--- config.mk ---
export PLATFORM = sky130hd
export DESIGN_NAME = cau_queue
export DESIGN_NICKNAME = d
export VERILOG_FILES = /design/src/design/cau_pkg.sv /design/src/design/cau_queue.sv
export SDC_FILE = /design/constraint.sdc
export NUM_CORES = 1
export LEC_CHECK = 0
export ABC_AREA = 1
export BUFFER_PORTS_ARGS = -buffer_cell sky130_fd_sc_hd__buf_2
export CORE_UTILIZATION = 30
export CTS_CLUSTER_SIZE = 16
export DETAILED_ROUTE_END_ITERATION = 6
export PLACE_DENSITY = 0.53
export SYNTH_ARGS = -nofsm -noshare
export SYNTH_HDL_FRONTEND = slang
export SYNTH_SLANG_ARGS = --single-unit
export TNS_END_PERCENT = 20
--- constraint.sdc ---
create_clock -name clk -period 21.3 [get_ports clk]
set_input_delay 3.195 -clock clk [delete_from_list [all_inputs] [get_ports clk]]
set_output_delay 3.195 -clock clk [all_outputs]
set_load 0.05 [all_outputs]
--- src/design/cau_pkg.sv ---
// ----------------------------------------------------------------------------
// cau_pkg: shared types, codes and helpers for the complex arithmetic unit
// Q-format constants, operation codes, pipeline payload types, saturating
// pack and the per-stage divide and square-root steps.
// ----------------------------------------------------------------------------
package cau_pkg;

  localparam int FRAC_BITS = 16;
  localparam int DW        = 32;          // field width
  localparam int PW        = 2 * DW;      // product width
  localparam int QW        = DW + 1;      // quotient / root bits kept
  localparam int NSTEP     = QW;          // one quotient bit per stage
  localparam int SQ_W      = 2 * QW;      // square-root remainder width
  // edges from a start transfer to the transfer of its result
  localparam int CAU_LATENCY = NSTEP + 6;

  // operation codes on in_func
  localparam logic [3:0] FN_ADD  = 4'd0;
  localparam logic [3:0] FN_SUB  = 4'd1;
  localparam logic [3:0] FN_MUL  = 4'd2;
  localparam logic [3:0] FN_DIV  = 4'd3;
  localparam logic [3:0] FN_SADD = 4'd4;
  localparam logic [3:0] FN_SSUB = 4'd5;
  localparam logic [3:0] FN_SMUL = 4'd6;
  localparam logic [3:0] FN_SDIV = 4'd7;
  localparam logic [3:0] FN_MOD  = 4'd8;

  // operation classes after decode
  localparam logic [2:0] K_NONE   = 3'd0;
  localparam logic [2:0] K_ADDSUB = 3'd1;
  localparam logic [2:0] K_MUL    = 3'd2;
  localparam logic [2:0] K_DIV    = 3'd3;
  localparam logic [2:0] K_MOD    = 3'd4;

  localparam logic [PW-1:0] NEG_MAG = PW'(1) << (DW - 1);
  localparam logic [PW-1:0] POS_MAG = NEG_MAG - PW'(1);
  localparam logic [PW-1:0] TOP_VAL = PW'(1) << (PW - 1);

  typedef struct packed {
    logic [2:0]    kind;
    logic          sub;
    logic          scal;
    logic [DW-1:0] a_re;
    logic [DW-1:0] a_im;
    logic [DW-1:0] b_re;
    logic [DW-1:0] b_im;
  } item_t;

  typedef struct packed {
    logic          sat;
    logic [DW-1:0] val;
  } packed_t;

  typedef struct packed {
    logic          neg;
    logic [PW-1:0] mag;
  } sm_t;

  // divider lane: partial remainder, quotient so far, dividend bits left
  typedef struct packed {
    logic          neg;
    logic          ovf;
    logic [PW-1:0] rem;
    logic [QW-1:0] quo;
    logic [QW-1:0] nlo;
  } dlane_t;

  // square-root lane: n minus root squared, root so far
  typedef struct packed {
    logic [SQ_W-1:0] rn;
    logic [QW-1:0]   rt;
  } sq_t;

  // control and finished simple results that ride along the divider
  typedef struct packed {
    logic [2:0]    kind;
    logic          dz;
    logic          sat;
    logic [DW-1:0] re;
    logic [DW-1:0] im;
  } ctl_t;

  // sign and magnitude into a saturated two's complement field
  function automatic packed_t sat_pack(input logic neg, input logic [PW-1:0] mag);
    packed_t p;
    p.sat = 1'b0;
    if (neg) begin
      if (mag > NEG_MAG) begin
        p.sat = 1'b1;
        p.val = NEG_MAG[DW-1:0];
      end else begin
        p.val = ~mag[DW-1:0] + DW'(1);
      end
    end else begin
      if (mag > POS_MAG) begin
        p.sat = 1'b1;
        p.val = POS_MAG[DW-1:0];
      end else begin
        p.val = mag[DW-1:0];
      end
    end
    return p;
  endfunction

  // wrapped sum whose true value lies in (-2^63, 2^63]
  function automatic sm_t split_wrap(input logic [PW-1:0] u);
    sm_t s;
    if (u == TOP_VAL) begin
      s.neg = 1'b0;
      s.mag = u;
    end else begin
      s.neg = u[PW-1];
      s.mag = u[PW-1] ? (~u + PW'(1)) : u;
    end
    return s;
  endfunction

  // one restoring division step: bring in the next dividend bit
  function automatic dlane_t div_step(input dlane_t l, input logic [PW-1:0] den);
    dlane_t         o;
    logic [PW:0]    r2;
    logic [PW:0]    dx;
    o  = l;
    r2 = {l.rem, l.nlo[QW-1]};
    dx = {1'b0, den};
    if (r2 >= dx) begin
      o.rem = PW'(r2 - dx);
      o.quo = {l.quo[QW-2:0], 1'b1};
    end else begin
      o.rem = r2[PW-1:0];
      o.quo = {l.quo[QW-2:0], 1'b0};
    end
    o.nlo = {l.nlo[QW-2:0], 1'b0};
    return o;
  endfunction

  // one square-root step deciding root bit i
  function automatic sq_t sq_step(input sq_t s, input int i);
    sq_t             o;
    logic [SQ_W-1:0] trial;
    o     = s;
    trial = (SQ_W'(s.rt) << (i + 1)) | (SQ_W'(1) << (2 * i));
    if (s.rn >= trial) begin
      o.rn = s.rn - trial;
      o.rt = s.rt | (QW'(1) << i);
    end
    return o;
  endfunction

endpackage

--- src/design/cau_queue.sv ---
// ----------------------------------------------------------------------------
// cau_queue: two-entry queue between decode and execution
// Head-first register queue; entry 0 is always the head.
// ----------------------------------------------------------------------------
module cau_queue import cau_pkg::*; (
  input  logic  clk,
  input  logic  rst_n,
  input  logic  push,
  input  item_t push_item,
  input  logic  pop,
  output logic  full,
  output logic  head_valid,
  output item_t head_item
);

  logic [1:0] cnt_r, cnt_nxt;
  item_t      q0_r, q0_nxt;
  item_t      q1_r, q1_nxt;

  assign full       = (cnt_r == 2'd2);
  assign head_valid = (cnt_r != 2'd0);
  assign head_item  = q0_r;

  // occupancy and entry moves
  always_comb begin
    cnt_nxt = cnt_r + 2'(push) - 2'(pop);
    q0_nxt  = q0_r;
    q1_nxt  = q1_r;
    if (pop) begin
      q0_nxt = q1_r;
    end
    if (push) begin
      if (cnt_r == 2'd0 || (cnt_r == 2'd1 && pop)) begin
        q0_nxt = push_item;
      end else begin
        q1_nxt = push_item;
      end
    end
  end

  always_ff @(posedge clk) begin
    if (!rst_n) begin
      cnt_r <= 2'd0;
    end else begin
      cnt_r <= cnt_nxt;
    end
  end

  always_ff @(posedge clk) begin
    q0_r <= q0_nxt;
    q1_r <= q1_nxt;
  end

endmodule

==> metrics.yaml, run 1 <==
status:
  status: "finished clean"
synth:
  ys_seq_elements: 268
  synthSimpleGateAreaFrac: 0.211
  syn_inst: 1160
  synthXorXnorAreaFrac: 0
  yosysWarnings: 0
  synth_fa_ha_area_frac: 0.00237
  yosysSeqAreaShare: 0.635
  synth_compound_area_frac: 0.0636
  synthMuxAreaShare: 0
  syn-num-nets: 1299
  synth_area_um2: 10500
  ys_types: 16
  syn_avg_cell_area_um2: 9.09
  synth_top_family_by_area: "simple AND/OR/NAND/NOR gates"
clocking:
  cts_tree: "yes"
  postCtsSetupRepairBufs: 0
  cts_hold_buf: 0
  cts_buffers: 30
  clock_latency_ps: 550
  root_buffer: "clkbuf_16"
  ctsHtreeMaxLevel: 1
  cts_resized: 0
  clock_sinks: 268
  clockBufferDepth: 3
  cts.reportedPaths.clkPinSlew_ps: 60
sta:
  worstMarginPinSlew_ps: 1090
  max_slew_margin: 0.273
  period_needed_ps: 5670
  hold_viol: 0
  fin_crit_sh: 0.266
  fin_skew_ps: 11.4
  rsz0062_at_grt: "false"
  setup_viol: 0
  slew_viol_final: 0
  timing.fmax_mhz: 176
  tns_ps: 0
power_and_ir_drop:
  power.leakage_nw: 6.24
  power.density_nw_per_um2: 116
  vdd_drop_max_uv: 61.6
drt:
  wl_per_cell_um: 14.4
  drtAntennaViolNets: 0
  viasPerCell: 4.39
  dr.pass1.iters: 7
  drc: 0
  drt_iter0_drc: 444
  routed_wl_mm: 27.0
  vias: 8236
floorplanning:
  start_util: 0.305
  die_y_um: 190
  std_cell_rows: 68
  dieArea_um2: 35900
  core_um2: 34500
  die_w_um: 190
  io_pins: 272
placement:
  port_buffers: 271
  dp_cells: 1821
  routabilityCongestion: 0.749
  hpwl_mm: 15.9
grt:
  overflow: 0
  grt.total_usage: 0.145
  grt_pass1_vias: 7701
  grt_max_degree: 117
  antenna_found_initial: 6
  grt_pass1_wl_mm: 41.7
setup_path:
  path_class: "in2reg"
  cp_max_fo: 86
  crit_required_ps: 21740
  end_kind: "flop"
  crit_arrival_ps: 6110
  worst_setup_path_start_kind: "primary input"
final_layout:
  final_cell_mix: "405 x nand2_1, 269 x buf_2, 140 x inv_1"
  area_growth_syn_to_layout_pct: 24.4
  fin_util: 0.380
  drive_above_1_share: 0.227
  layout.nets: 1537
  mostFrequentLayoutCell: "nand2_1"
  fill_cells: 3598
  fin_cells: 1878
job:
  timing.max_cap.violations: 0
min_path:
  hold_path_class: "reg2reg"
-- report_power, final --
part	switching [mW]	internal (mW)
registers	0.0269	0.611
logic	0.288	0.0794
clock network	0.206	0.309
-- kinds of logic after synthesis --
group / after synthesis
fa+ha+maj: 2
buf+inv: 212
compound gates: 134
simple gates: 544
flops: 268
-- path summary, 6_finish.rpt --
kind              slack [ps]  cells past startpoint           start        endpoint
hold reg to reg          540                      4  head_item[114]  head_item[114]
hold / removal           540                      4  head_item[114]  head_item[114]
setup / recovery       15630                      7             pop   head_item[47]
setup reg to reg       18200                      6        cnt_r[1]        q1_r[50]
-- state kept, by name (all words and copies together), names as in the netlist --
name       count
q1_r         133
head_item    133
cnt_r          2
-- critical path, cell delays in order --
cell     delay (ps)
buf_6           440
nand2_1         180
nand2_4         670
nand2_4         640
buf_4           570
nand2_1         180
nand2_1          60
-- metal layers --
metal / track usage / routed length, µm
met2: 0.227 / 11500
met1: 0.189 / 12300
met3: 0.0541 / 2650
met5: 0 / 58
met4: 0.0313 / 414
-- synthesized netlist by cell type --
cell type,number,area (µm²)
nand2_1,405,1520
inv_1,140,526
dfxtp_1,135,2700
nand3_1,134,671
edfxtp_1,133,3990
o21ai_0,112,561
buf_2,30,150
clkbuf_1,25,93.8
o21ai_1,21,105
buf_6,10,113
buf_4,6,45.0
nor2_1,3,11.3
ha_1,2,25.0
nand2_4,2,22.5
a21oi_1,1,5.00
buf_1,1,3.75
-- per-stage QoR --
step	setup slack (ps)	hold slack (ps)	total power [mW]	area, µm²
after CTS	15570	540	1.54	13100
after detailed placement	14990	527	1.02	12100
after global routing	15380	558	1.60	13100
final	15630	537	1.52	13100
after floorplan	11220	510	0.928	10500
after global placement	14970	521	1.02	12100
-- layout make-up --
type | instances | area [µm²] | area share
sequential | 268 | 6700 | 0.510
multi-input combinational | 680 | 2930 | 0.223
timing repair buffer | 278 | 1420 | 0.108
clock buffer | 42 | 837 | 0.0638
tap | 455 | 569 | 0.0434
inverter | 140 | 526 | 0.0401
clock inverter | 13 | 141 | 0.0108
antenna | 2 | 5.00 | 0.000381
Note: power is estimated with default switching activity, not from simulation.
==> run 2: changes to the inputs <==
- PLACE_DENSITY: 0.53 -> 0.55
- clock period: 21.3 -> 5.2 ns (I/O delays scaled with it)
==> metrics.yaml, run 2 (synthesis gave the netlist of run 1 again) <==
status:
  status: "finished clean"  # unchanged
min_path:
  hold_path_class: "in2reg"  # was reg2reg
  hp-start: "push_item[36]"  # was head_item[114]
  min_path_cells: 1  # was 4
  min_to: "q1_r[36]"  # was head_item[114]
sta:
  period_needed_ps: 2700
  setup_viol: 0  # unchanged
  slew_viol_final: 0  # unchanged
  hold_ws_ps: 403  # was 537 ps
  fin_skew_ps: 11.3  # was 11.4 ps
  rsz0062_at_grt: "false"  # unchanged
  max_slew_margin: 0.329  # was 0.273
  timing.fmax_mhz: 370
  hold_viol: 0  # unchanged
  worstMarginPinSlew_ps: 1010  # was 1090 ps
  fin_crit_sh: 0.520
  tns_ps: 0  # unchanged
setup_path:
  r2r_slack_ps: 2570  # was 18200 ps
  worst_setup_path_start_kind: "primary input"  # unchanged
  end_kind: "flop"  # unchanged
  r2r-end: "q1_r[124]"  # was q1_r[50]
  reg2reg_from: "cnt_r[1]"  # unchanged
  path_class: "in2reg"  # unchanged
  crit_required_ps: 5650  # was 21740 ps
  reg2reg_depth: 5  # was 6
  crit_arrival_ps: 3150  # was 6110 ps
  cp_max_fo: 83  # was 86
floorplanning:
  io_pins: 272  # unchanged
  dieArea_um2: 35900  # unchanged
  die_w_um: 190  # unchanged
  die_y_um: 190  # unchanged
  core_um2: 34500  # unchanged
  std_cell_rows: 68  # unchanged
  start_util: 0.305  # unchanged
grt:
  antenna_found_initial: 6  # unchanged
  grt_pass1_wl_mm: 41.2  # was 41.7 mm
  grt_pass1_vias: 7519  # was 7701
  grt.total_usage: 0.143  # was 0.145
  grt_max_degree: 110  # was 117
  overflow: 0  # unchanged
power_and_ir_drop:
  finalPower_mw: 6.24  # was 1.52 mW
  vdd_drop_max_uv: 348  # was 61.6 µV
  power.density_nw_per_um2: 474  # was 116 nW/µm²
  power.leakage_nw: 6.27  # was 6.24 nW
final_layout:
  final_cell_mix: "405 x nand2_1, 269 x buf_2, 140 x inv_1"  # unchanged
  area_growth_syn_to_layout_pct: 24.8  # was 24.4%
  mostFrequentLayoutCell: "nand2_1"  # unchanged
  fin_util: 0.381  # was 0.380
  drive_above_1_share: 0.231  # was 0.227
  layout.nets: 1539  # was 1537
  fin_cells: 1881  # was 1878
placement:
  hpwl_mm: 15.7  # was 15.9 mm
  routabilityCongestion: 0.730  # was 0.749
  port_buffers: 271  # unchanged
  dp_cells: 1822  # was 1821
drt:
  drt_iter0_drc: 454  # was 444
  wl_per_cell_um: 14.2  # was 14.4 µm
  vias: 8152  # was 8236
  drtAntennaViolNets: 0  # unchanged
  drc: 0  # unchanged
  routed_wl_mm: 26.7  # was 27.0 mm
  dr.pass1.iters: 5  # was 7
  viasPerCell: 4.33  # was 4.39
clocking:
  cts.reportedPaths.clkPinSlew_ps: 60  # about the same
  cts_hold_buf: 0  # unchanged
  cts_tree: "yes"  # unchanged
  postCtsSetupRepairBufs: 0  # unchanged
  ctsHtreeMaxLevel: 1  # unchanged
  clockBufferDepth: 3  # unchanged
  root_buffer: "clkbuf_16"  # unchanged
  cts_buffers: 31  # was 30
  cts_resized: 0  # unchanged
  clock_sinks: 268  # unchanged
  clock_latency_ps: 560  # was 550 ps
job:
  timing.max_cap.violations: 0  # unchanged
## run 2: cell count changes in the layout (fill, tap and decap cells not counted)
cell / delta
clkinv_1: -3
buf_4: -1
clkinv_2: +4
buf_12: +2
clkbuf_1: +1
diode_2: -1
clkinv_4: +2
clkbuf_8: -1
## run 2: through the flow
step                      setup slack [ps]  instance area, µm²
after floorplan                       1250               10600
after global placement                1880               12200
after detailed placement              1860               12200
after CTS                             2470               13200
after global routing                  2310               13200
final                                 2500               13200
## run 2: worst max-delay path by stage
stage          start            end  cells past startpoint
2_1_floorplan   push        q1_r[0]                      5
3_3_place_gp     pop      q1_r[126]                      5
3_5_place_dp     pop      q1_r[126]                      5
4_1_cts          pop        q1_r[1]                      5
5_1_grt          pop      q1_r[124]                      5
6_report         pop  head_item[30]                      7
## run 2: area by class of cell
class                           instances  area, µm²
Clock buffer                           42        827
Antenna cell                            1       2.50
Inverter                              140        526
Tap cell                              455        569
Multi-Input combinational cell        680       2930
Fill cell                            3593      21400
Clock inverter                         16        168
Sequential cell                       268       6700
Timing Repair Buffer                  279       1450
## run 2: worst max-delay path: stages
cell and delay [ps]:
buf_6 340, nand2_1 160, nand2_4 530, nand2_4 560, buf_12 380, nand2_1 140, nand2_1 60
## run 2: power breakdown
| group | internal (mW) | total [mW] | leakage (nW) | switching (mW) |
|---|---|---|---|---|
| clock | 1.26 | 2.13 | 0.489 | 0.863 |
| sequential | 2.50 | 2.61 | 2.36 | 0.108 |
| combinational | 0.330 | 1.51 | 3.42 | 1.18 |
## run 2: metal layers
metal / vias to the layer above / share of wire / global-route usage
li1: 4201 / - / -
met1: 3631 / 0.44 / 0.191
met2: 261 / 0.44 / 0.218
met3: 49 / 0.092 / 0.0513
met4: 10 / 0.025 / 0.0403
met5: - / 0.0024 / 0
